===== src/rtl/rffa_pkg.sv =====
// Shared types, constants and helpers for the next-fit allocator.
// Used by rffa_cell, rffa_ctrl and rover_first_fit_allocator_top. No dependencies.
package rffa_pkg;

    localparam int SIZE_W         = 23;
    localparam int ADDR_W         = 22;
    localparam int TAG_W          = 16;
    localparam int HEADER_BYTES   = 24;
    localparam int MIN_FRAGMENT   = 64;
    localparam int DEF_MAX_BLOCKS = 64;

    localparam logic [SIZE_W-1:0] ZONE_RESET = 23'h200000;

    localparam logic REQ_ALLOC = 1'b0;
    localparam logic REQ_FREE  = 1'b1;

    typedef enum logic [2:0] {
        ST_OK           = 3'd0,
        ST_NO_SPACE     = 3'd1,
        ST_ZERO_TAG     = 3'd2,
        ST_NULL_PTR     = 3'd3,
        ST_NOT_START    = 3'd4,
        ST_ALREADY_FREE = 3'd5
    } t_status;

    // One block of the arena; sentinel closes the ring, rov/tgt mark rover and free target
    typedef struct packed {
        logic              valid;
        logic              sent;
        logic              rov;
        logic              tgt;
        logic [SIZE_W-1:0] offset;
        logic [SIZE_W-1:0] bytes;
        logic [TAG_W-1:0]  owner;
    } t_blk;

    typedef enum logic [2:0] {
        OP_HOLD,
        OP_ROT,
        OP_DEL_HEAD,
        OP_DEL_SECOND,
        OP_SPLIT,
        OP_GRANT,
        OP_CLR_OWNER,
        OP_LOAD
    } t_op;

    typedef struct packed {
        t_op               op;
        logic              mark;
        logic [TAG_W-1:0]  tag;
        logic [SIZE_W:0]   need;
        logic [SIZE_W-1:0] zone;
    } t_cmd;

    // What the sequencer sees of the chain
    typedef struct packed {
        t_blk head;
        t_blk second;
        logic full;
        logic last_free;
    } t_view;

    function automatic logic [ADDR_W-1:0] addr_of(input logic [SIZE_W-1:0] offset);
        logic [SIZE_W:0] s;
        s = {1'b0, offset} + (SIZE_W+1)'(HEADER_BYTES);
        return s[ADDR_W-1:0];
    endfunction

    function automatic logic owned(input t_blk b);
        return b.sent || (b.owner != '0);
    endfunction

    function automatic t_blk load_blk(input logic is_head, input logic is_second,
                                      input logic [SIZE_W-1:0] zone);
        t_blk b;
        b = '0;
        if (is_head) begin
            b.valid = 1'b1;
            b.rov   = 1'b1;
            b.bytes = zone;
        end else if (is_second) begin
            b.valid = 1'b1;
            b.sent  = 1'b1;
        end
        return b;
    endfunction

endpackage


===== src/rtl/rffa_ctrl.sv =====
// Sequencer: scan, lookup, merge and restore steps over the cell ring, plus result register.
// Depends on rffa_pkg.
module rffa_ctrl import rffa_pkg::*; (
    input  logic              i_clk,
    input  logic              i_rst_n,
    input  logic              i_in_valid,
    output logic              o_in_ready,
    input  logic              i_req_type,
    input  logic [SIZE_W-1:0] i_request_bytes,
    input  logic [TAG_W-1:0]  i_owner_tag,
    input  logic [ADDR_W-1:0] i_data_address,
    output logic              o_out_valid,
    input  logic              i_out_ready,
    output logic [2:0]        o_status,
    output logic [ADDR_W-1:0] o_granted_address,
    output logic [SIZE_W-1:0] o_granted_bytes,
    input  logic              i_cfg_we,
    input  logic [SIZE_W-1:0] i_cfg_data,
    input  t_view             i_view,
    output t_cmd              o_cmd
);

    typedef enum logic [8:0] {
        S_IDLE = 9'b000000001,
        S_SCAN = 9'b000000010,
        S_LOOK = 9'b000000100,
        S_FIND = 9'b000001000,
        S_CHK  = 9'b000010000,
        S_MRGP = 9'b000100000,
        S_MRGN = 9'b001000000,
        S_REST = 9'b010000000,
        S_RESP = 9'b100000000
    } t_state;

    t_state            r_state, n_state;
    logic [SIZE_W:0]   r_need, n_need;
    logic [TAG_W-1:0]  r_tag, n_tag;
    logic [ADDR_W-1:0] r_addr, n_addr;
    logic              r_prev_own, n_prev_own;
    logic              r_first, n_first;
    logic              r_have, n_have;
    logic              r_after, n_after;
    logic              r_passed, n_passed;
    logic              r_mode, n_mode;
    t_status           r_res_status, n_res_status;
    logic [ADDR_W-1:0] r_res_addr, n_res_addr;
    logic [SIZE_W-1:0] r_res_bytes, n_res_bytes;
    logic              r_out_valid, n_out_valid;
    t_status           r_out_status, n_out_status;
    logic [ADDR_W-1:0] r_out_addr, n_out_addr;
    logic [SIZE_W-1:0] r_out_bytes, n_out_bytes;

    logic              w_fits, w_split, w_hit, w_take;
    logic [SIZE_W-1:0] w_extra;
    logic [SIZE_W:0]   w_sum;

    always_comb begin
        w_sum   = {1'b0, i_request_bytes} + (SIZE_W+1)'(HEADER_BYTES + 11);
        w_fits  = !owned(i_view.head) && ({1'b0, i_view.head.bytes} >= r_need);
        w_extra = i_view.head.bytes - r_need[SIZE_W-1:0];
        w_split = (w_extra > SIZE_W'(MIN_FRAGMENT)) && !i_view.full;
        w_hit   = !i_view.head.sent && (addr_of(i_view.head.offset) == r_addr);
        w_take  = w_hit && (!r_have || (r_passed && !r_after));
    end

    always_comb begin
        n_state      = r_state;
        n_need       = r_need;
        n_tag        = r_tag;
        n_addr       = r_addr;
        n_prev_own   = r_prev_own;
        n_first      = r_first;
        n_have       = r_have;
        n_after      = r_after;
        n_passed     = r_passed;
        n_mode       = r_mode;
        n_res_status = r_res_status;
        n_res_addr   = r_res_addr;
        n_res_bytes  = r_res_bytes;
        n_out_valid  = r_out_valid && !i_out_ready;
        n_out_status = r_out_status;
        n_out_addr   = r_out_addr;
        n_out_bytes  = r_out_bytes;
        o_cmd.op     = OP_HOLD;
        o_cmd.mark   = 1'b0;
        o_cmd.tag    = r_tag;
        o_cmd.need   = r_need;
        o_cmd.zone   = i_cfg_data;

        unique case (r_state)
            S_IDLE: begin
                if (i_in_valid) begin
                    n_res_status = ST_OK;
                    n_res_addr   = '0;
                    n_res_bytes  = '0;
                    if (i_req_type == REQ_ALLOC) begin
                        if (i_owner_tag == '0) begin
                            n_res_status = ST_ZERO_TAG;
                            n_state      = S_RESP;
                        end else begin
                            n_need     = {w_sum[SIZE_W:3], 3'b000};
                            n_tag      = i_owner_tag;
                            n_prev_own = 1'b0;
                            n_first    = 1'b1;
                            n_state    = S_SCAN;
                        end
                    end else if (i_data_address == '0) begin
                        n_res_status = ST_NULL_PTR;
                        n_state      = S_RESP;
                    end else begin
                        n_addr   = i_data_address;
                        n_have   = 1'b0;
                        n_after  = 1'b0;
                        n_passed = 1'b0;
                        n_state  = S_LOOK;
                    end
                end
            end
            S_SCAN: begin
                // base is tested only right after an owned block, or at the rover
                if ((r_prev_own || r_first) && w_fits) begin
                    o_cmd.op     = w_split ? OP_SPLIT : OP_GRANT;
                    n_res_addr   = addr_of(i_view.head.offset);
                    n_res_bytes  = w_split ? r_need[SIZE_W-1:0] : i_view.head.bytes;
                    n_state      = S_REST;
                end else if (i_view.second.rov) begin
                    n_res_status = ST_NO_SPACE;
                    n_state      = S_REST;
                end else begin
                    o_cmd.op   = OP_ROT;
                    n_prev_own = owned(i_view.head);
                    n_first    = 1'b0;
                end
            end
            S_LOOK: begin
                // one lap; the first match past the sentinel wins over earlier ones
                o_cmd.op   = OP_ROT;
                o_cmd.mark = w_take;
                if (w_take) begin
                    n_have  = 1'b1;
                    n_after = r_passed;
                end
                if (i_view.head.sent) n_passed = 1'b1;
                if (i_view.second.rov) begin
                    if (r_have || w_take) begin
                        n_state = S_FIND;
                    end else begin
                        n_res_status = ST_NOT_START;
                        n_state      = S_RESP;
                    end
                end
            end
            S_FIND: begin
                if (i_view.head.tgt) n_state = S_CHK;
                else                 o_cmd.op = OP_ROT;
            end
            S_CHK: begin
                if (i_view.head.owner == '0) begin
                    n_res_status = ST_ALREADY_FREE;
                    n_state      = S_REST;
                end else begin
                    o_cmd.op = OP_CLR_OWNER;
                    n_state  = S_MRGP;
                end
            end
            S_MRGP: begin
                n_mode = i_view.last_free;
                if (i_view.last_free) o_cmd.op = OP_DEL_HEAD;
                n_state = S_MRGN;
            end
            S_MRGN: begin
                // freed block sits at the ring tail after a merge with its predecessor
                if (r_mode) begin
                    if (!owned(i_view.head)) o_cmd.op = OP_DEL_HEAD;
                end else if (!owned(i_view.second)) begin
                    o_cmd.op = OP_DEL_SECOND;
                end
                n_state = S_REST;
            end
            S_REST: begin
                if (i_view.head.rov) n_state = S_RESP;
                else                 o_cmd.op = OP_ROT;
            end
            S_RESP: begin
                if (!r_out_valid || i_out_ready) begin
                    n_out_valid  = 1'b1;
                    n_out_status = r_res_status;
                    n_out_addr   = r_res_addr;
                    n_out_bytes  = r_res_bytes;
                    n_state      = S_IDLE;
                end
            end
            default: n_state = S_IDLE;
        endcase

        if (i_cfg_we) o_cmd.op = OP_LOAD;
    end

    always_ff @(posedge i_clk) begin
        if (!i_rst_n) begin
            r_state     <= S_IDLE;
            r_out_valid <= 1'b0;
        end else begin
            r_state     <= n_state;
            r_out_valid <= n_out_valid;
        end
    end

    always_ff @(posedge i_clk) begin
        r_need       <= n_need;
        r_tag        <= n_tag;
        r_addr       <= n_addr;
        r_prev_own   <= n_prev_own;
        r_first      <= n_first;
        r_have       <= n_have;
        r_after      <= n_after;
        r_passed     <= n_passed;
        r_mode       <= n_mode;
        r_res_status <= n_res_status;
        r_res_addr   <= n_res_addr;
        r_res_bytes  <= n_res_bytes;
        r_out_status <= n_out_status;
        r_out_addr   <= n_out_addr;
        r_out_bytes  <= n_out_bytes;
    end

    assign o_in_ready        = (r_state == S_IDLE);
    assign o_out_valid       = r_out_valid;
    assign o_status          = r_out_status;
    assign o_granted_address = r_out_addr;
    assign o_granted_bytes   = r_out_bytes;

endmodule


===== config.mk =====
export PLATFORM = sky130hd
export DESIGN_NAME = rffa_ctrl
export DESIGN_NICKNAME = d
export VERILOG_FILES = /design/src/rtl/rffa_pkg.sv /design/src/rtl/rffa_ctrl.sv
export SDC_FILE = /design/constraint.sdc
export NUM_CORES = 1
export LEC_CHECK = 0
export BUFFER_PORTS_ARGS = -buffer_cell sky130_fd_sc_hd__buf_4
export CAP_MARGIN = 5
export CORE_ASPECT_RATIO = 1.4
export CORE_MARGIN = 4
export CORE_UTILIZATION = 40
export DETAILED_ROUTE_END_ITERATION = 8
export HOLD_SLACK_MARGIN = 0.12
export PLACE_DENSITY = 0.66
export SLEW_MARGIN = 20
export SYNTH_ARGS = -nofsm -noshare
export SYNTH_HDL_FRONTEND = slang
export SYNTH_SLANG_ARGS = --single-unit

===== constraint.sdc =====
create_clock -name i_clk -period 4.9 [get_ports i_clk]
set_input_delay 0 -clock i_clk [delete_from_list [all_inputs] [get_ports i_clk]]
set_output_delay 0 -clock i_clk [all_outputs]
set_load 0.01 [all_outputs]

# After elaboration in Yosys (flattened, before gate mapping)

Index checks and enable logic that the tools add are counted.

Add/subtract/negate cells: 3
$lt $le $gt $ge: 2
Eq/ne operators: 28
Multiplexer cells: 66
Bitwise gates (word level): 3
Reductions and logical operators: 37

Operator list:

| kind                  | count |
|---|---|
| $mux 9                | 11 |
| $pmux 9 s9            | 1 |
| $mux 23               | 3 |
| $pmux 23 s2           | 1 |
| $mux 22               | 2 |
| $pmux 22 s2           | 1 |
| $mux 3                | 11 |
| $logic_not 16->1      | 2 |
| $ne 2x2->1 const B    | 16 |
| $reduce_bool 16->1    | 2 |
| $add 23x6->24 const B | 1 |
| $ge 23x24->1          | 1 |
| $gt 23x7->1 const B   | 1 |
| $mux 1                | 23 |
| $sub 23x23->23        | 1 |
| $add 22x5->22 const B | 1 |
| $eq 22x22->1          | 1 |
| $logic_not 22->1      | 1 |
| $pmux 3 s7            | 1 |
| $pmux 3 s4            | 1 |
| $reduce_and 6->1      | 2 |
| $mux 2                | 5 |
| $pmux 1 s2            | 5 |
| $reduce_and 5->1      | 2 |
| 22 further kinds      | 43 |

Register bits after elaboration: 171
Bits of input ports: 224
Output and inout bits: 117
Word-level logic and storage cells: 156

# Longest topological paths before layout

Gate-level depths: netlist (run 1).

Word-level depth: 8
Depth in mapped cells: 13

# Least setup slack after synthesis (run 1)

No wires, ideal clock.

Path type: register to register
Start point: reg r_state[6]
End point: reg r_out_addr[0] (netlist: o_granted_address[0]), enable pin
Setup time: 0.454 ns
Data arrival time: 3.068 ns
Data required time: 4.446 ns
Setup slack: 1.379 ns
Cell stages (with the launch flop): 5
Clock period less this slack: 3.521 ns
Cell sequence: dfxtp_1 clkbuf_1 nor4_2 nand4b_1 nor2_1

Longest elaborated chain between the ends: 2

Ends and longest elaborated chain:

| what                              | RTL line         | RTL |
|---|---|---|
| start, declared                   | rffa_ctrl.sv:35  | `t_state r_state, n_state;` |
| start signal, assigned            | rffa_ctrl.sv:204 | `r_state <= n_state;` |
| $eq 9x9->1                        | rffa_ctrl.sv:90  | `unique case (r_state)` |
| $reduce_and 2->1 (no source line) | n/a              |  |
| end signal, assigned              | rffa_ctrl.sv:223 | `r_out_addr <= n_out_addr;` |
| end, declared                     | rffa_ctrl.sv:50  | `logic [ADDR_W-1:0] r_out_addr, n_out_addr;` |

No other way between the ends.
A chain may end at the register's enable or synchronous reset.

# Worst setup path after layout (run 1)

Start point: reg r_need[12]
End point: reg r_res_bytes[21], enable pin

Longest elaborated chain between the ends: 5

Ends and longest elaborated chain:

| what                              | RTL line         | RTL |
|---|---|---|
| start, declared                   | rffa_ctrl.sv:36  | `logic [SIZE_W:0] r_need, n_need;` |
| start signal, assigned            | rffa_ctrl.sv:210 | `r_need <= n_need;` |
| $ge 23x24->1                      | rffa_ctrl.sv:59  | `w_fits = !owned(i_view.head) && ({1'b0, i_view.head.bytes} >= r_need);` |
| $logic_and 1x1->1                 | rffa_ctrl.sv:59  |  |
| $logic_and 1x1->1                 | rffa_ctrl.sv:121 | `if ((r_prev_own \|\| r_first) && w_fits) begin` |
| $ne 2x2->1 (no source line)       | n/a              |  |
| $reduce_and 3->1 (no source line) | n/a              |  |
| end signal, assigned              | rffa_ctrl.sv:221 | `r_res_bytes <= n_res_bytes;` |
| end, declared                     | rffa_ctrl.sv:47  | `logic [SIZE_W-1:0] r_res_bytes, n_res_bytes;` |

No other way between the ends.

==> results of run 1 <==
## tightest hold or removal path, delay by kind of cell
family          cells  cell delay [ns]
xor+xnor            1             0.17
compound gates      1             0.22
buf+inv             1             0.12
## power groups by stage
stage,Sequential (mW),Combinational (mW),Clock (mW)
2_1_floorplan,1.84,0.376,0
3_3_place_gp,1.83,0.645,0
3_5_place_dp,1.84,0.651,0
4_1_cts,1.81,0.761,1.43
5_1_grt,1.82,0.834,1.49
6_report,1.81,0.763,1.39
## state kept, by name, summed over array words and instances, names as in the netlist, 3 cells and up
register and flops:
r_need 21, o_status 3, r_tag 16, r_addr 22, r_res_bytes 23, o_granted_bytes 23, r_res_addr 22, o_granted_address 22
r_res_status 3, r_state 9
## cells in the final DEF, fill, tap and decap left out, drive strengths merged, types with 5 or more instances in the layout
cell,instances
buf,247
edfxtp,161
dlygate4sd3,153
nand2,77
nor2,59
inv,33
xnor2,32
xor2,31
o21ai,27
mux2i,25
nor4,24
a21oi,22
ha,21
nand3,20
clkbuf,17
nand4,14
nand2b,12
nor3,12
and4,11
and2,11
dfxtp,10
and3,8
or2,7
a31oi,7
clkinv,7
a21o,6
o31ai,6
o2111ai,5
nand3b,5
o211ai,5
o21a,5
or3,5
nor3b,5
## logic make-up after synthesis
kind of cell             share of synthesized area [%]
buffers and inverters                             4.56
other                                           0.0421
adder cells (fa/ha/maj)                           2.95
flip-flops                                        56.5
XOR/XNOR                                          6.71
multiplexers                                      3.06
AND/OR/NAND/NOR                                   17.2
AO/OA/AOI/OAI                                     8.97
## metal layers
layer | track usage [%] | share of wire [%]
met5 | 0 | 0
met3 | 5.22 | 5.5
met2 | 38.6 | 56
met4 | 6.52 | 2.1
met1 | 21.4 | 36
## area by class of cell
class	count	area (um^2)
Multi-Input combinational cell	514	3500
Inverter	34	128
Fill cell	1787	8830
Tap cell	297	372
Antenna cell	1	2.50
Clock inverter	14	179
Sequential cell	171	5030
Clock buffer	17	425
Timing Repair Buffer	400	3390
## what timing repair did
item / 4_1_cts / 5_1_grt
setup buffers: 0 / 0
hold endpoints to repair: 142 / 0
hold buffers: 153 / 0
## path summary, 6_finish.rpt
check                                                  from                              to  slack [ns]
worst min register to register  r_res_addr[7]$_SDFFCE_PP0P_  o_granted_address[7]$_DFFE_PP_        0.42
worst min-delay path                     i_request_bytes[2]             r_need[5]$_DFFE_PP_        0.19
worst max register to register         r_need[12]$_DFFE_PP_   r_res_bytes[21]$_SDFFCE_PP0P_        1.22
worst max-delay path                   r_need[12]$_DFFE_PP_   r_res_bytes[21]$_SDFFCE_PP0P_        1.22
## through the flow
step | total power [mW] | hold WS (ns)
global placement | 2.48 | 0.0000686
finish | 3.96 | 0.193
global route | 4.14 | 0.184
CTS | 4.00 | 0.158
floorplan | 2.22 | 0.0918
detailed placement | 2.49 | 0.0000686
==> flow_summary.toml, run 1 <==
[global_routing]
grt_max_degree = 48
grt_pass1_vias = 7408
antenna_found_initial = 0
grt_pass1_wl_mm = 38.9
grt_usage_pct = 20.2
globalRouteOverflowTotal = 0

[cells_and_area]
area_growth_pct = 46.2
layout-drive-gt1-share_pct = 26.4
fin_util_pct = 59.6
design_area_um2 = 13000
fin_cells = 1448
final_nets = 1383

[drt]
drc = 0
final_antenna_net_count = 0
wl_per_cell_um = 17.5
drtPass1Iterations = 7
wirelength_mm = 25.3
vias = 7252
vias_per_cell = 5.01
drt_iter0_markers = 354

[critical_path]
critPathKind = "reg -> reg"
slowest_delay_ns = 0.57
critical_path.top_delay_family = "simple AND/OR/NAND/NOR gates"
cp_num_cells = 10
worstPathCellList = "inv_1, ha_1, and4_4, and4_1, a21boi_2, o31a_1, o31ai_1, or2_2, nand2_2, buf_4"
critPathCaptureType = "flip-flop"
crit_fanout = 23
rr_worst_depth = 10
start_kind = "flip-flop"
cp_num_buf_inv = 2
crit_required_ns = 5.05
arrival_ns = 3.83
cpMaxStageDelayCell = "o31ai_1"

[sta]
hold_viol = 0
fin_worst_skew_ns = 0.0108
setup_tns_ns = 0
slew_headroom_pct = 33.7
finalWorstPathRequiredPeriod_ns = 3.68
grt_setup_unrepaired = "no"
setup_viol = 0
fin_ws_ns = 1.22
finalCritPeriodShare_pct = 75.1
timing.final.max_slew_violations = 0
fmax_mhz = 272
worst_pin_slew_ns = 0.981

[power]
powerDensity_nw_per_um2 = 304
netSwitchingFraction_pct = 25.2
power_frac_seq_pct = 45.6
max-vdd-ir-drop_mv = 0.229
p_leak_nw = 5.17
combPwrFrac_pct = 19.3
switching_power_mw = 1.00
p_int_mw = 2.96
p_clk_share_pct = 35.1

[logic_synthesis]
syn_area_um2 = 8910
synth_seq_cells = 171
synth.largest_area_cell = "edfxtp_1"
synth-main-ff-cell = "edfxtp_1"
yosysTopAreaCellShare_pct = 54.2
synth_cells = 759
synth_edf_count = 161
ys_seq_area_share_pct = 56.5
yosys.cell_types.count = 73
synth_common_cells = "edfxtp_1 (161), nand2_1 (76), nor2_1 (59), inv_1 (33), xnor2_1 (32)"
async_flop_share_pct = 0
syn_avg_cell_area_um2 = 11.7
synth.area.top_cells = "edfxtp_1 (54%), nand2_1 (3.2%), xnor2_1 (3.1%), xor2_1 (3.0%), ha_1 (2.9%)"
yosysMostFrequentCell = "edfxtp_1"
yosysWarnings = 0

[cts]
htree_levels = 4
cts.sinks = 171
clk_latency_ns = 0.43
clock_path_buffers = 2
cts-root-buf = "clkbuf_16"
cts_tree = "yes"
cts.clk_slew.worst_paths_ns = 0.06
cts_buffers = 17
cts_resized = 0

[min_path]
hp-class = "in -> reg"
min_path_cells = 3

[floorplan]
rows = 64
core_area_um2 = 21900
initial_core_util_pct = 40.8
fp.dieW_um = 134
die_h_um = 185
io_pins = 341
dieArea_um2 = 24800

[run_status]
status = "finished, final reports clean"

[placement]
dp_cells = 1263
dpl_cell_area_um2 = 10900
place.gp.congestion = 0.916
post-place-ws_ns = 1.22
hpwl_mm = 18.2
numPortBuffers = 241

[run]
maxCapViolations = 0
Power figures use the tool's default switching activity.
==> run 2: changes to the inputs <==
Clock period 4.9 ns to 3.7 ns, I/O delays scaled along.
==> run 2 against run 1 <==
  * Worst hold slack got worse by 0.051 ns
  * Combinational power up 35%
  * Non-clock buffer count up 9
  * Die area did not move
  * Global-route usage is 0.22 points higher
  * Clock power rose by 22%
  * Register-to-register slack worse by 0.85 ns
  * Cell area grew 0.23%
  * Critical endpoint is now o_cmd[64]
==> flow_summary.toml, run 2 (same netlist as run 1, synthesis figures left out) <==
[run_status]
status = "finished, final reports clean"

[drt]
vias_per_cell = 5.06
wirelength_mm = 25.5
wl_per_cell_um = 17.5
drtPass1Iterations = 4
final_antenna_net_count = 0
drc = 0
drt_iter0_markers = 279
vias = 7369

[floorplan]
dieArea_um2 = 24800
die_h_um = 185
core_area_um2 = 21900
initial_core_util_pct = 40.8
io_pins = 341
fp.dieW_um = 134
rows = 64

[critical_path]
critPathCaptureType = "output port"
start_kind = "flip-flop"
slowest_delay_ns = 0.43
cp_num_buf_inv = 3
critPathKind = "reg -> out"
crit_fanout = 8
worstPathCellList = "inv_1, ha_1, and4_4, nand2_1, o211ai_1, a31oi_4, o21ai_0, o21ai_0, nor4_2, a41oi_4, buf_4, o21ai_1, buf_4"
cpMaxStageDelayCell = "ha_1"
crit_required_ns = 3.70
arrival_ns = 3.44
critical_path.top_delay_family = "compound AO/OA/AOI/OAI gates"

[cells_and_area]
diodes = 0
final_nets = 1392
final_common_cell = "buf_4"
fin_cells = 1457
layout-drive-gt1-share_pct = 27.2
area_growth_pct = 46.5
fillers = 1753
design_area_um2 = 13100
final_cell_mix = "buf_4 (254), edfxtp_1 (161), dlygate4sd3_1 (154), nand2_1 (75), nor2_1 (57)"

[min_path]
hp-class = "in -> reg"

[sta]
grt_setup_unrepaired = "no"
finalCritPeriodShare_pct = 93.0
hold_ws_ns = 0.142
setup_viol = 0
timing.final.max_slew_violations = 0
worst_pin_slew_ns = 0.680
setup_tns_ns = 0
hold_viol = 0
finalWorstPathRequiredPeriod_ns = 3.44
fin_worst_skew_ns = 0.0131
slew_headroom_pct = 54.1
fmax_mhz = 290

[global_routing]
grt_max_degree = 49
grt_pass1_wl_mm = 39.3
globalRouteOverflowTotal = 0
antenna_found_initial = 0
grt_pass1_vias = 7568
grt_usage_pct = 20.4

[cts]
post-cts-setup-buffer-count = 0
htree_levels = 4
cts-root-buf = "clkbuf_16"
cts_tree = "yes"
cts.sinks = 171
clock_path_buffers = 2
cts_buffers = 17
clk_latency_ns = 0.44
cts.clk_slew.worst_paths_ns = 0.07

[power]
p_leak_nw = 5.20
max-vdd-ir-drop_mv = 0.304
powerDensity_nw_per_um2 = 392

[placement]
place.gp.congestion = 0.913
hpwl_mm = 18.5
numPortBuffers = 241
dpl_cell_area_um2 = 11000
dp_cells = 1271

[run]
maxCapViolations = 0
-- run 2: cell count changes in the layout (fill, tap and decap cells not counted), moves of 2 or more --
cell        previous run  this run
buf_4                247       254
bufinv_16              4         1
inv_6                  0         3
clkinv_2               1         3
clkinv_4               1         3
clkinvlp_4             4         2
-- run 2: layer usage --
layer	track usage [%]	wire (um)	vias up
li1	-	-	3577
met1	21.3	9060	3527
met2	39.1	14500	227
met3	5.49	1390	38
met4	7.01	596	0
met5	0	0	-
-- run 2: repair_timing --
item / in CTS / in global routing
endpoints found under the hold margin: 142 / 0
gates resized for setup: 0 / 2
hold buffers: 154 / 0
endpoints found under the setup margin: 0 / 2
-- run 2: area by class of cell --
cell class                 instances  area, um^2  area share (%)
tap                              297         372            2.85
timing repair buffer             409        3470            26.6
clock inverter                    15         124           0.949
sequential                       171        5030            38.6
inverter                          34         128           0.977
clock buffer                      17         425            3.26
multi-input combinational        514        3510            26.9
-- run 2: path summary, 6_finish.rpt --
| check | from | endpoint | slack [ns] | cells past startpoint |
|---|---|---|---|---|
| worst min-delay path | i_view[1] | r_res_bytes[18]$_SDFFCE_PP0P_ | 0.14 | 4 |
| worst min register to register | r_res_bytes[6]$_SDFFCE_PP0P_ | o_granted_bytes[6]$_DFFE_PP_ | 0.42 | 0 |
| worst max register to register | r_need[9]$_DFFE_PP_ | r_state[1]$_SDFFE_PN0P_ | 0.37 | 12 |
| worst max-delay path | r_need[9]$_DFFE_PP_ | o_cmd[64] | 0.26 | 13 |
-- run 2: worst reg2reg max path, cell delays in order, from the launching register on --
cell and delay (ns):
edfxtp_1 0.38, inv_1 0.05, ha_1 0.39, and4_4 0.26, and4_1 0.21, a21boi_2 0.16
o31a_1 0.35, o31ai_2 0.34, nand2_1 0.13, nor2_1 0.25, a21oi_1 0.07, dlygate4sd3_1 0.58
nor2_1 0.10
-- run 2: power by group --
part	switching [mW]	leakage, nW	total (mW)	internal [mW]
Sequential	0.0633	1.58	2.39	2.33
Clock	0.771	0.266	1.69	0.924
Combinational	0.537	3.35	1.03	0.491
Total	1.37	5.20	5.12	3.75
-- run 2: metrics by stage --
step / power (mW) / setup WS (ns) / utilization (%)
CTS: 5.15 / 0.170 / 59.7
floorplan: 2.94 / 0.179 / -
finish: 5.12 / 0.257 / 59.7
global placement: 3.29 / 0.507 / 50.1
global route: 5.34 / 0.0714 / 59.7
detailed placement: 3.31 / 0.510 / 50.1
