`src/rtl/rffa_pkg.sv`:
```
// Shared types, constants and helpers for the next-fit allocator.
// Used by rffa_cell, rffa_ctrl and rover_first_fit_allocator_top. No dependencies.
package rffa_pkg;

    localparam int SIZE_W         = 23;
    localparam int ADDR_W         = 22;
    localparam int TAG_W          = 16;
    localparam int HEADER_BYTES   = 24;
    localparam int MIN_FRAGMENT   = 64;
    localparam int DEF_MAX_BLOCKS = 64;

    localparam logic [SIZE_W-1:0] ZONE_RESET = 23'h200000;

    localparam logic REQ_ALLOC = 1'b0;
    localparam logic REQ_FREE  = 1'b1;

    typedef enum logic [2:0] {
        ST_OK           = 3'd0,
        ST_NO_SPACE     = 3'd1,
        ST_ZERO_TAG     = 3'd2,
        ST_NULL_PTR     = 3'd3,
        ST_NOT_START    = 3'd4,
        ST_ALREADY_FREE = 3'd5
    } t_status;

    // One block of the arena; sentinel closes the ring, rov/tgt mark rover and free target
    typedef struct packed {
        logic              valid;
        logic              sent;
        logic              rov;
        logic              tgt;
        logic [SIZE_W-1:0] offset;
        logic [SIZE_W-1:0] bytes;
        logic [TAG_W-1:0]  owner;
    } t_blk;

    typedef enum logic [2:0] {
        OP_HOLD,
        OP_ROT,
        OP_DEL_HEAD,
        OP_DEL_SECOND,
        OP_SPLIT,
        OP_GRANT,
        OP_CLR_OWNER,
        OP_LOAD
    } t_op;

    typedef struct packed {
        t_op               op;
        logic              mark;
        logic [TAG_W-1:0]  tag;
        logic [SIZE_W:0]   need;
        logic [SIZE_W-1:0] zone;
    } t_cmd;

    // What the sequencer sees of the chain
    typedef struct packed {
        t_blk head;
        t_blk second;
        logic full;
        logic last_free;
    } t_view;

    function automatic logic [ADDR_W-1:0] addr_of(input logic [SIZE_W-1:0] offset);
        logic [SIZE_W:0] s;
        s = {1'b0, offset} + (SIZE_W+1)'(HEADER_BYTES);
        return s[ADDR_W-1:0];
    endfunction

    function automatic logic owned(input t_blk b);
        return b.sent || (b.owner != '0);
    endfunction

    function automatic t_blk load_blk(input logic is_head, input logic is_second,
                                      input logic [SIZE_W-1:0] zone);
        t_blk b;
        b = '0;
        if (is_head) begin
            b.valid = 1'b1;
            b.rov   = 1'b1;
            b.bytes = zone;
        end else if (is_second) begin
            b.valid = 1'b1;
            b.sent  = 1'b1;
        end
        return b;
    endfunction

endpackage

```
`src/rtl/rffa_cell.sv`:
```
// One cell of the block ring: holds one block record, shifts to/from its neighbors.
// Depends on rffa_pkg.
module rffa_cell import rffa_pkg::*; (
    input  logic  i_clk,
    input  logic  i_rst_n,
    input  t_cmd  i_cmd,
    input  logic  i_is_head,
    input  logic  i_is_second,
    input  t_blk  i_head,
    input  t_blk  i_left,
    input  t_blk  i_right,
    input  logic  i_rr_valid,
    output t_blk  o_blk,
    output logic  o_last_free
);

    t_blk r_blk;
    t_blk n_blk;

    always_comb begin
        n_blk = r_blk;
        case (i_cmd.op)
            OP_ROT: begin
                if (r_blk.valid) begin
                    // last cell of the ring wraps the head around
                    n_blk = i_right.valid ? i_right : i_head;
                    if (i_cmd.mark) n_blk.tgt = !i_right.valid;
                end
            end
            OP_DEL_HEAD: begin
                n_blk = i_right;
                if (r_blk.valid && i_right.valid && !i_rr_valid) begin
                    n_blk.bytes = i_right.bytes + i_head.bytes;
                    n_blk.rov   = i_right.rov | i_head.rov;
                end
            end
            OP_DEL_SECOND: begin
                if (i_is_head) begin
                    n_blk.bytes = r_blk.bytes + i_right.bytes;
                    n_blk.rov   = r_blk.rov | i_right.rov;
                end else begin
                    n_blk = i_right;
                end
            end
            OP_SPLIT: begin
                if (i_is_head) begin
                    n_blk.owner = i_cmd.tag;
                    n_blk.bytes = i_cmd.need[SIZE_W-1:0];
                    n_blk.rov   = 1'b0;
                end else if (i_is_second) begin
                    n_blk        = '0;
                    n_blk.valid  = 1'b1;
                    n_blk.rov    = 1'b1;
                    n_blk.offset = i_head.offset + i_cmd.need[SIZE_W-1:0];
                    n_blk.bytes  = i_head.bytes - i_cmd.need[SIZE_W-1:0];
                end else begin
                    n_blk     = i_left;
                    n_blk.rov = 1'b0;
                end
            end
            OP_GRANT: begin
                n_blk.rov = i_is_second;
                if (i_is_head) n_blk.owner = i_cmd.tag;
            end
            OP_CLR_OWNER: begin
                if (i_is_head) n_blk.owner = '0;
            end
            OP_LOAD: n_blk = load_blk(i_is_head, i_is_second, i_cmd.zone);
            default: n_blk = r_blk;
        endcase
    end

    always_ff @(posedge i_clk) begin
        if (!i_rst_n) begin
            r_blk <= load_blk(i_is_head, i_is_second, ZONE_RESET);
        end else begin
            r_blk <= n_blk;
        end
    end

    assign o_blk       = r_blk;
    assign o_last_free = r_blk.valid && !i_right.valid && !owned(r_blk);

endmodule

```
`config.mk`:
```
export PLATFORM = sky130hd
export DESIGN_NAME = rffa_cell
export DESIGN_NICKNAME = d
export VERILOG_FILES = /design/src/rtl/rffa_pkg.sv /design/src/rtl/rffa_cell.sv
export SDC_FILE = /design/constraint.sdc
export NUM_CORES = 1
export LEC_CHECK = 0
export BUFFER_PORTS_ARGS = -buffer_cell sky130_fd_sc_hd__buf_2
export CAP_MARGIN = 20
export CORE_UTILIZATION = 46
export DETAILED_ROUTE_END_ITERATION = 8
export GPL_TIMING_DRIVEN = 0
export MAX_ROUTING_LAYER = met4
export PLACE_DENSITY = 0.71
export SYNTH_ARGS = -nofsm -noshare
export SYNTH_HDL_FRONTEND = slang
export SYNTH_SLANG_ARGS = --single-unit
```
`constraint.sdc`:
```
create_clock -name i_clk -period 8.8 [get_ports i_clk]
set_clock_uncertainty 0.05 [all_clocks]
set_input_delay 1.76 -clock i_clk [delete_from_list [all_inputs] [get_ports i_clk]]
set_output_delay 1.76 -clock i_clk [all_outputs]
set_load 0.01 [all_outputs]
```
Word level (Yosys, flattened, before mapping) --
Index checks and enable logic that the tools add are counted. W data, S select, Z words.
Storage, ports and cells: output and inout port bits 67, register bits 66
Cells by class: add/subtract/negate cells 4, reductions and logical operators 17, bitwise operators 2, mux-type cells 28, eq/ne operators 17
Operators by type and width (count):
- $mux W66 | 4
- $pmux W47 S5 | 1
- $pmux W16 S7 | 1
- $add A23 B23 Y23 | 3
- $mux W23 | 3
- $mux W16 | 3
- $mux W24 | 2
- $mux W39 | 1
- $sub A23 B23 Y23 | 1
- $mux W22 | 1
- $reduce_bool A16 Y1 | 1
- $eq A3 B3 Y1 const B | 4
- $ne A2 B2 Y1 const B | 5
- $pmux W2 S5 | 1
- $ne A3 B3 Y1 const B | 3
- $reduce_and A4 Y1 | 2
- $mux W1 | 7
- $ne A7 B1 Y1 const B | 1
- $reduce_bool A7 Y1 | 1
- $eq A3 B2 Y1 const B | 2
- $mux W2 | 3
- $ne A6 B1 Y1 const B | 1
- $pmux W1 S6 | 1
- $reduce_and A5 Y1 | 1
- other kinds (8) | 15

Depth between registers and ports, before layout --
Gate-level depths: netlist of the first run.
depth in word-level cells 5, mapped depth 13

Least setup slack after synthesis of the first run --
No wires, ideal clock.
kind input to output, from input i_right[65] (netlist bit), to output o_last_free, path buffers 2, setup slack 4343 ps, cell stages on the path 3, arrival 2647 ps, cell sequence clkbuf_1 buf_1 nor4b_1
Between the ends: cells in the longest elaborated chain, start to end 3
Ends and longest elaborated chain:
- start: declaration | RTL line rffa_cell.sv:11 | input t_blk i_right,
- $logic_not A1 Y1 | RTL line rffa_cell.sv:82 | assign o_last_free = r_blk.valid && !i_right.valid && !owned(r_blk);
- $logic_and A1 B1 Y1 (2 in a row) | RTL line rffa_cell.sv:82
- end: declaration | RTL line rffa_cell.sv:14 | output logic o_last_free
No other way between the ends.

Final worst setup path of the first run --
Same ends and word-level chain as after synthesis.

==> summary.md, run 1 <==
| Metric | Value |
|---|---|
| Result of the run | `finished, final reports clean` |
| Start-to-end type of the worst setup path | `in -> out` |
| Die H | `around 150 um` |
| Multi-input combinational cell area | `~8000 um2` |
| Insertion delay of the later-clocked pin in the worst-skew pair | `about 360 ps` |
| Internal power contribution | `924 uW` |
| Final non-filler cell total | `2011` |
| Number of cells on the critical path | `5` |
| Number of instances in the synthesized netlist | `around 1400` |
| Max_slew headroom | `0.213` |
| Total clock buffers created by CTS | `9` |
| Sw Ratio | `0.431` |
| Min cycle time layout | `5220 ps` |
| Post-CTS setup buffer count | `0` |
| CP top delay family | `buffers and inverters` |
| Clock-pin slew of the registers on the worst-case setup and hold paths | `about 60 ps` |
| Nature of the critical path startpoint | `primary input` |
| Combinational group share of total power | `0.520` |
| Post-synthesis register bit count | `66` |
| Top cell type's share of synthesized area | `0.108` |
| Maximum fanout count along the critical path | `10` |
| Relative contribution of sequential cells to total power | `0.233` |
| Post-CTS sizing | `0` |
| TritonCTS clock tree | `built` |
| Worst Hold Class | `reg -> reg` |
| Setup TNS | `0 ps` |
| Share of the cycle needed by the critical path after routing | `0.593` |
| Worst Setup Slack post-DPL | `roughly 3600 ps` |
| WHS Path Cells | `1` |
| Synthesis-to-finish area growth | `23.1%` |
| Initial cell density of the core | `0.468` |
| Setup slack of the most critical reg-to-reg path | `between 5000 and 6000 ps` |
| Cell Area, Synth | `between 10000 and 15000 um2` |
| Worst min-delay path startpoint | `o_blk[53]` |
| Portion of the post-synthesis area used by sequential elements | `0.155` |
| GRT Residual Overflow | `0` |
| Fmax | `~190 MHz` |
| Most frequent cell after synthesis | `sky130_fd_sc_hd__a21oi_1` |
| Ys flop type | `sky130_fd_sc_hd__dfxtp_1` |
| Depth of the worst register-to-register path | `12` |
| H-tree levels | `3` |
| Critical Path Max Stage Delay | `810 ps` |
| Synthesis Warnings | `0` |
| 1st-iter DRT viols | `~1200` |
| Via count of the first global-routing pass | `11700` |
| Total leakage power | `about 0.0057 uW` |
| Arrival @ worst endpoint | `3410 ps` |
| Max-capacitance violation count | `0` |
| Ranking of synthesized cells by instance count | `sky130_fd_sc_hd__a21oi_1, sky130_fd_sc_hd__o21ai_0, sky130_fd_sc_hd__nand2_1` |
| Net count after synthesis | `approximately 1700` |
| Unrepaired setup endpoints after global routing | `no` |
| Final HPWL from detailed placement | `~40 mm` |
| Total Power | `between 1500 and 2000 uW` |
| Critical path required time | `~7000 ps` |
| Routability congestion estimate | `approximately 1.0` |
| Maximum number of buffers from clock root to sink | `2` |
| Worst-margin pin slew | `roughly 1200 ps` |
| Aggregate routed wire length | `between 40 and 50 mm` |
| Count of buffers inserted at the top-level ports | `between 300 and 400` |
| Clock network power share | `0.247` |
| Mean area per synthesized cell | `7.42 um2` |
| I/O pins | `337` |
| DIE AREA | `roughly 23000 um2` |
| Cell Chain, Critical Path | `buf_2 > clkbuf_1 > buf_1 > nor4b_1 > buf_2` |
| Pre-Repair DR Iteration Count | `6` |
| Core area | `around 22000 um2` |
| Vias | `roughly 13000` |
| Routed vias/inst | `6.44` |
| Number of buffers and inverters on the critical path | `4` |
| Pin count of the biggest net entering global routing | `25` |
| Number of remaining DRC errors | `0` |
| Max-slew violation count | `0` |
| Clock sinks | `66` |
| Crit-path slowest cell | `sky130_fd_sc_hd__buf_1` |
| Sort of element at the end of the critical path | `output port` |
| Synth top area cells | `sky130_fd_sc_hd__ha_1, sky130_fd_sc_hd__a21oi_1, sky130_fd_sc_hd__dfxtp_1, sky130_fd_sc_hd__edfxtp_1, sky130_fd_sc_hd__o21ai_0` |
| Total of fill cells in the finished design | `2146` |
| Dominant cell type by count on the critical path | `sky130_fd_sc_hd__buf_2` |
| Global-route wire length before repair | `69.4 mm` |
| Post-route worst setup slack | `roughly 3600 ps` |
| Max FFs per register | `66` |
| CTS Root Buffer Type | `sky130_fd_sc_hd__clkbuf_16` |
| Cell row count | `54` |
| Power per cell area | `129 nW/um2` |
| Peak supply drop | `92.5 uV` |
| Startpoint of the most critical register-to-register path | `o_blk[16]` |
| Width of the chip | `151 um` |
| Post-CTS Hold Fix Bufs | `0` |
| Post-synthesis cell type with the largest combined area | `sky130_fd_sc_hd__ha_1` |
| Number of enable flip-flop cells after synthesis | `26` |
| Storage element area | `1580 um2` |
| Count of cell types in the netlist | `around 80` |
| Nets@finish | `2084` |
| All-layer global routing usage | `0.430` |
| Hold endpoint | `o_blk[53]` |
| Number of antenna violations at the first check in global routing | `3` |
| Fraction of final layout cells with drive strength greater than 1 | `0.251` |
| Number of placed cells counting well taps | `~2000` |
| Final ANT Viol Nets | `0` |
| Avg WL per Cell | `between 20 and 25 um` |
| Synth async-reset ratio | `0` |
| Net switching component of the power | `approximately 700 uW` |
| Count of final hold-check violations | `0` |
| Final setup violating endpoints | `0` |
| Endpoint of the worst register-to-register path | `o_blk[34]` |
## power groups by stage
stage	sequential [uW]	clock [uW]	combinational, uW
final	378	402	844
after floorplan	396	0	508
after global routing	380	409	905
after detailed placement	383	0	816
after CTS	377	398	822
after global placement	383	0	810
## per-layer routing
layer / global-route usage / routed length, um / vias to the layer above
met5: - / 0 / -
met4: 0.160 / 1740 / 0
met3: 0.0880 / 5270 / 117
met2: 0.676 / 22100 / 759
met1: 0.542 / 20100 / 6117
li1: - / - / 5949
## layout make-up
cell class | count | share of cell area
Clock buffer | 12 | 0.0230
Clock inverter | 4 | 0.00219
Antenna cell | 4 | 0.000795
Timing Repair Buffer | 334 | 0.133
Inverter | 68 | 0.0203
Multi-Input combinational cell | 1156 | 0.641
Tap cell | 280 | 0.0278
Buffer | 87 | 0.0262
Sequential cell | 66 | 0.126
## worst max-delay path by stage
stage,start,end,slack (ps)
after floorplan,i_right[65],o_last_free,4340
after global placement,i_cmd[65],o_blk[63],3450
after detailed placement,i_right[65],o_last_free,3590
after CTS,i_right[65],o_last_free,3590
after global routing,i_right[65],o_last_free,3520
final,i_right[65],o_last_free,3580
## cells by family (layout without fill, tap and decap cells)
| kind of cell | Yosys count | after routing | share of synthesized area |
|---|---|---|---|
| AOI/OAI and AO/OA | 592 | 592 | 0.383 |
| and+or+nand+nor | 324 | 324 | 0.146 |
| buffers and inverters | 155 | 505 | 0.0573 |
| adders and majority gates | 92 | 92 | 0.116 |
| muxes | 79 | 79 | 0.0840 |
| xor gates and xnor gates | 69 | 69 | 0.0591 |
| DFF | 66 | 66 | 0.155 |
| other | 0 | 4 | 0 |
## placed cells by master (no fill, tap or decap), types with 9 or more instances in the layout
master / netlist / final
sky130_fd_sc_hd__edfxtp_1: 26 / 26
sky130_fd_sc_hd__o21ai_1: 9 / 9
sky130_fd_sc_hd__nand4_1: 11 / 11
sky130_fd_sc_hd__o211ai_1: 10 / 10
sky130_fd_sc_hd__xor2_1: 16 / 16
sky130_fd_sc_hd__nand2_1: 107 / 107
sky130_fd_sc_hd__o21bai_1: 12 / 12
sky130_fd_sc_hd__o21ai_0: 126 / 126
sky130_fd_sc_hd__a31oi_1: 21 / 21
sky130_fd_sc_hd__xnor2_1: 53 / 53
sky130_fd_sc_hd__nor2_1: 86 / 86
sky130_fd_sc_hd__o22ai_1: 10 / 10
sky130_fd_sc_hd__and3_1: 9 / 9
sky130_fd_sc_hd__o221ai_1: 9 / 9
sky130_fd_sc_hd__o21a_1: 14 / 14
sky130_fd_sc_hd__clkbuf_1: 73 / 73
sky130_fd_sc_hd__a211oi_1: 32 / 32
sky130_fd_sc_hd__ha_1: 88 / 88
sky130_fd_sc_hd__buf_1: 11 / 11
sky130_fd_sc_hd__mux2i_1: 25 / 25
sky130_fd_sc_hd__nor2b_1: 13 / 13
sky130_fd_sc_hd__a21oi_1: 178 / 178
sky130_fd_sc_hd__a21o_1: 42 / 42
sky130_fd_sc_hd__nor3_1: 26 / 26
sky130_fd_sc_hd__mux2_2: 54 / 54
sky130_fd_sc_hd__a221oi_1: 42 / 42
sky130_fd_sc_hd__clkbuf_16: 0 / 11
sky130_fd_sc_hd__dfxtp_1: 40 / 40
sky130_fd_sc_hd__buf_2: 2 / 336
sky130_fd_sc_hd__nand3_1: 24 / 24
sky130_fd_sc_hd__inv_1: 66 / 66
sky130_fd_sc_hd__nand2b_1: 17 / 17
## per-stage QoR
step                hold WS (ps)  utilization  area [um2]
finish                       412        0.577       12600
global route                 427        0.577       12600
CTS                          412        0.576       12600
detailed placement           390        0.562       12300
global placement             392        0.561       12200
floorplan                    433            -       10200
## worst register-to-register path: stages (launching register included)
cell	delay, ps
sky130_fd_sc_hd__edfxtp_1	350
sky130_fd_sc_hd__ha_1	220
sky130_fd_sc_hd__inv_1	70
sky130_fd_sc_hd__fa_1	390
sky130_fd_sc_hd__nor2b_1	210
sky130_fd_sc_hd__o31a_1	220
sky130_fd_sc_hd__o21ai_1	160
sky130_fd_sc_hd__a31o_2	260
sky130_fd_sc_hd__a211oi_1	480
sky130_fd_sc_hd__a211oi_1	170
sky130_fd_sc_hd__xnor2_1	310
sky130_fd_sc_hd__a211oi_1	130
sky130_fd_sc_hd__a31oi_1	290
No activity file was read; power rests on OpenSTA's default activity.
==> run 2: changes to the inputs <==
--- a/config.mk
+++ b/config.mk
@@ -5,13 +5,14 @@
 export SDC_FILE = /design/constraint.sdc
 export NUM_CORES = 1
 export LEC_CHECK = 0
+export ABC_AREA = 1
 export BUFFER_PORTS_ARGS = -buffer_cell sky130_fd_sc_hd__buf_2
 export CAP_MARGIN = 20
 export CORE_UTILIZATION = 46
 export DETAILED_ROUTE_END_ITERATION = 8
 export GPL_TIMING_DRIVEN = 0
 export MAX_ROUTING_LAYER = met4
-export PLACE_DENSITY = 0.71
+export PLACE_DENSITY = 0.69
 export SYNTH_ARGS = -nofsm -noshare
 export SYNTH_HDL_FRONTEND = slang
 export SYNTH_SLANG_ARGS = --single-unit
==> constraint.sdc (replaced) <==
create_clock -name i_clk -period 5.35 [get_ports i_clk]
set_clock_uncertainty 0.05 [all_clocks]
set_input_delay 1.07 -clock i_clk [delete_from_list [all_inputs] [get_ports i_clk]]
set_output_delay 1.07 -clock i_clk [all_outputs]
set_load 0.01 [all_outputs]
==> run 2 against run 1 <==
First-iteration DRC count rose by 77%. Hold slack better by 3.4 ps. Register-to-register slack worse by 2700 ps. Core utilization decreased by 1.3 points. Largest cell class unchanged. Largest power group unchanged. Highest routed layer unchanged.
==> summary.md, run 2 <==
| Metric | Value |
|---|---|
| All-layer global routing usage | `0.454 (+0.0240)` |
| Peak supply drop | `141 uV (+52%)` |
| Maximum number of buffers from clock root to sink | `2 (unchanged)` |
| Post-synthesis register bit count | `66 (unchanged)` |
| Cell Area, Synth | `11700 um2 (+15%)` |
| Number of enable flip-flop cells after synthesis | `26 (unchanged)` |
| Depth of the worst register-to-register path | `14 (+2)` |
| Max-capacitance violation count | `0 (unchanged)` |
| Internal power contribution | `1460 uW (+58%)` |
| WHS Path Cells | `2 (+1)` |
| Dominant cell type by count on the critical path | `sky130_fd_sc_hd__buf_2` |
| Vias | `16700 (+29%)` |
| Synth top area cells | `sky130_fd_sc_hd__nand2_1, sky130_fd_sc_hd__ha_1, sky130_fd_sc_hd__inv_1, sky130_fd_sc_hd__a21oi_1, sky130_fd_sc_hd__dfxtp_1` |
| Critical path required time | `4230 ps (-2760 ps)` |
| Final HPWL from detailed placement | `49.2 mm (+26%)` |
| Power per cell area | `197 nW/um2 (+52%)` |
| Max FFs per register | `66 (unchanged)` |
| Post-CTS sizing | `0 (unchanged)` |
| Most frequent cell after synthesis | `sky130_fd_sc_hd__nand2_1` |
| Routed vias/inst | `5.91 (-8.1%)` |
| Net count after synthesis | `2492 (+43%)` |
| Count of cell types in the netlist | `50 (-38%)` |
| Insertion delay of the later-clocked pin in the worst-skew pair | `350 ps (about the same)` |
| Cell Chain, Critical Path | `buf_2 > nor2_2 > buf_2 > inv_1 > nor3_1 > nand2_1 > nor4_1 > buf_2` |
| Synthesis-to-finish area growth | `20.7%` |
| Unrepaired setup endpoints after global routing | `no` |
| CTS Root Buffer Type | `sky130_fd_sc_hd__clkbuf_16` |
| Number of remaining DRC errors | `0 (unchanged)` |
| Total of fill cells in the finished design | `2745 (+28%)` |
| Final setup violating endpoints | `0 (unchanged)` |
| Worst Hold Class | `reg -> reg` |
| Result of the run | `finished, final reports clean` |
| Width of the chip | `162 um (+7.1%)` |
| Cell row count | `58 (+7.4%)` |
| Combinational group share of total power | `0.544 (+0.024)` |
| Nets@finish | `2837 (+36%)` |
| TritonCTS clock tree | `built` |
| Global-route wire length before repair | `86.5 mm (+25%)` |
| Avg WL per Cell | `21.1 um (-14%)` |
| Most used cells in the layout excluding fill and tap cells | `sky130_fd_sc_hd__nand2_1, sky130_fd_sc_hd__buf_2, sky130_fd_sc_hd__inv_1, sky130_fd_sc_hd__a21oi_1, sky130_fd_sc_hd__nor2_1` |
| Clock sinks | `66 (unchanged)` |
| Setup TNS | `0 ps (unchanged)` |
| Startpoint of the most critical register-to-register path | `o_blk[20]` |
| Pre-Repair DR Iteration Count | `7 (+1)` |
| Maximum fanout count along the critical path | `10 (unchanged)` |
| Final ANT Viol Nets | `0 (unchanged)` |
| Share of the cycle needed by the critical path after routing | `0.792` |
| Routability congestion estimate | `1.10 (+7.8%)` |
| Die H | `162 um (+7.1%)` |
| Leading cell type in the layout, fill and taps excluded | `sky130_fd_sc_hd__nand2_1` |
| Top cell type's share of synthesized area | `0.227 (+0.119)` |
| Net switching component of the power | `1320 uW (+89%)` |
| Final non-filler cell total | `2816 (+40%)` |
| Critical Path Max Stage Delay | `490 ps (-320 ps)` |
| Arrival @ worst endpoint | `3120 ps (-290 ps)` |
| Min cycle time layout | `roughly 4200 ps` |
| Core area | `25100 um2 (+15%)` |
| Count of buffers inserted at the top-level ports | `333 (-0.30%)` |
| I/O pins | `337 (unchanged)` |
| Worst min-delay path startpoint | `o_blk[61]` |
| Number of placed cells counting well taps | `2794 (+40%)` |
| Mean area per synthesized cell | `5.51 um2 (-26%)` |
| GRT Residual Overflow | `0 (unchanged)` |
| Number of antenna violations at the first check in global routing | `4 (+1)` |
| Max-slew violation count | `0 (unchanged)` |
| Pin count of the biggest net entering global routing | `20 (-20%)` |
| Initial cell density of the core | `0.467 (-0.000949)` |
| Max_slew headroom | `0.364 (+0.151)` |
| Synth async-reset ratio | `0 (unchanged)` |
| Worst Setup Slack post-DPL | `1250 ps (-2340 ps)` |
| Fraction of final layout cells with drive strength greater than 1 | `0.164 (-0.0866)` |
| Portion of the post-synthesis area used by sequential elements | `0.135 (-0.0200)` |
| H-tree levels | `3 (unchanged)` |
| Nature of the critical path startpoint | `primary input` |
| Post-CTS Hold Fix Bufs | `0 (unchanged)` |
| Relative contribution of sequential cells to total power | `0.224 (-0.009)` |
| Total Power | `2780 uW (+72%)` |
| Sort of element at the end of the critical path | `output port` |
| Synthesis Warnings | `0 (unchanged)` |
| Ys flop type | `sky130_fd_sc_hd__dfxtp_1` |
| Clock network power share | `0.231 (-0.016)` |
| Total clock buffers created by CTS | `9 (unchanged)` |
| Worst setup path startpoint | `i_right[65]` |
| DIE AREA | `26200 um2 (+15%)` |
| Number of instances in the synthesized netlist | `2130 (+55%)` |
| Total leakage power | `0.00759 uW (+32%)` |
| Crit-path slowest cell | `sky130_fd_sc_hd__nor2_2` |
| Cell area reported after detailed placement | `13800 um2 (+13%)` |
| Ranking of synthesized cells by instance count | `sky130_fd_sc_hd__nand2_1, sky130_fd_sc_hd__inv_1, sky130_fd_sc_hd__a21oi_1` |
| Via count of the first global-routing pass | `15300 (+30%)` |
| Fmax | `approximately 240 MHz` |
| Aggregate routed wire length | `59.4 mm (+21%)` |
| Worst-margin pin slew | `953 ps (-222 ps)` |
| Clock-pin slew of the registers on the worst-case setup and hold paths | `70 ps (about the same)` |
| Post-synthesis cell type with the largest combined area | `sky130_fd_sc_hd__nand2_1` |
| Post-route cell area | `14200 um2 (+13%)` |
| Post-route worst setup slack | `1110 ps (-2470 ps)` |
| 1st-iter DRT viols | `2183 (+77%)` |
| Post-CTS setup buffer count | `0 (unchanged)` |
| Count of final hold-check violations | `0 (unchanged)` |
| Start-to-end type of the worst setup path | `in -> out` |
| Sw Ratio | `0.475 (+0.0441)` |
==> run 2: cell type report <==
cell class	instances	area (um2)	area share
well taps	330	413	0.0292
clock buffers	9	225	0.0159
diodes	6	15.0	0.00106
flip-flops and latches	66	1580	0.112
repair buffers	334	1690	0.120
clock inverters	7	76.3	0.00539
plain buffers	71	303	0.0214
multi-input cells	1704	8770	0.619
inverters	289	1080	0.0766
==> run 2: path summary, 6_finish.rpt <==
path | to | slack, ps
worst max register to register | o_blk[31] | 2570
worst min register to register | o_blk[61] | 420
worst min-delay path | o_blk[61] | 420
worst max-delay path | o_last_free | 1110
==> run 2: cells by family after synthesis <==
kind of cell	share of synthesized area
buffers and inverters	0.118
AOI/OAI and AO/OA	0.244
and+or+nand+nor	0.385
xor gates and xnor gates	0.0172
DFF	0.135
adders and majority gates	0.101
==> run 2: power by group through the flow <==
stage / sequential (uW) / clock (uW) / combinational (uW)
5_1_grt: 628 / 662 / 1650
2_1_floorplan: 649 / 0 / 897
3_3_place_gp: 634 / 0 / 1440
3_5_place_dp: 634 / 0 / 1460
4_1_cts: 623 / 642 / 1470
6_report: 625 / 645 / 1520
==> run 2: metrics by stage <==
| step | hold slack [ps] | util |
|---|---|---|
| 2_1_floorplan | 438 | - |
| 3_3_place_gp | 403 | 0.550 |
| 3_5_place_dp | 406 | 0.551 |
| 4_1_cts | 416 | 0.563 |
| 5_1_grt | 428 | 0.564 |
| 6_report | 416 | 0.564 |
==> run 2: critical path: cells and delay by family <==
family	cells	cell delay, ps
and+or+nand+nor	4	1160
buffers and inverters	4	890
==> run 2: per-layer routing <==
| metal | part of all wire | track usage | vias up |
|---|---|---|---|
| met3 | 0.10 | 0.0866 | 291 |
| met5 | 0 | - | - |
| met1 | 0.37 | 0.518 | 7423 |
| met2 | 0.44 | 0.709 | 1161 |
| met4 | 0.085 | 0.340 | 0 |
| li1 | - | - | 7781 |
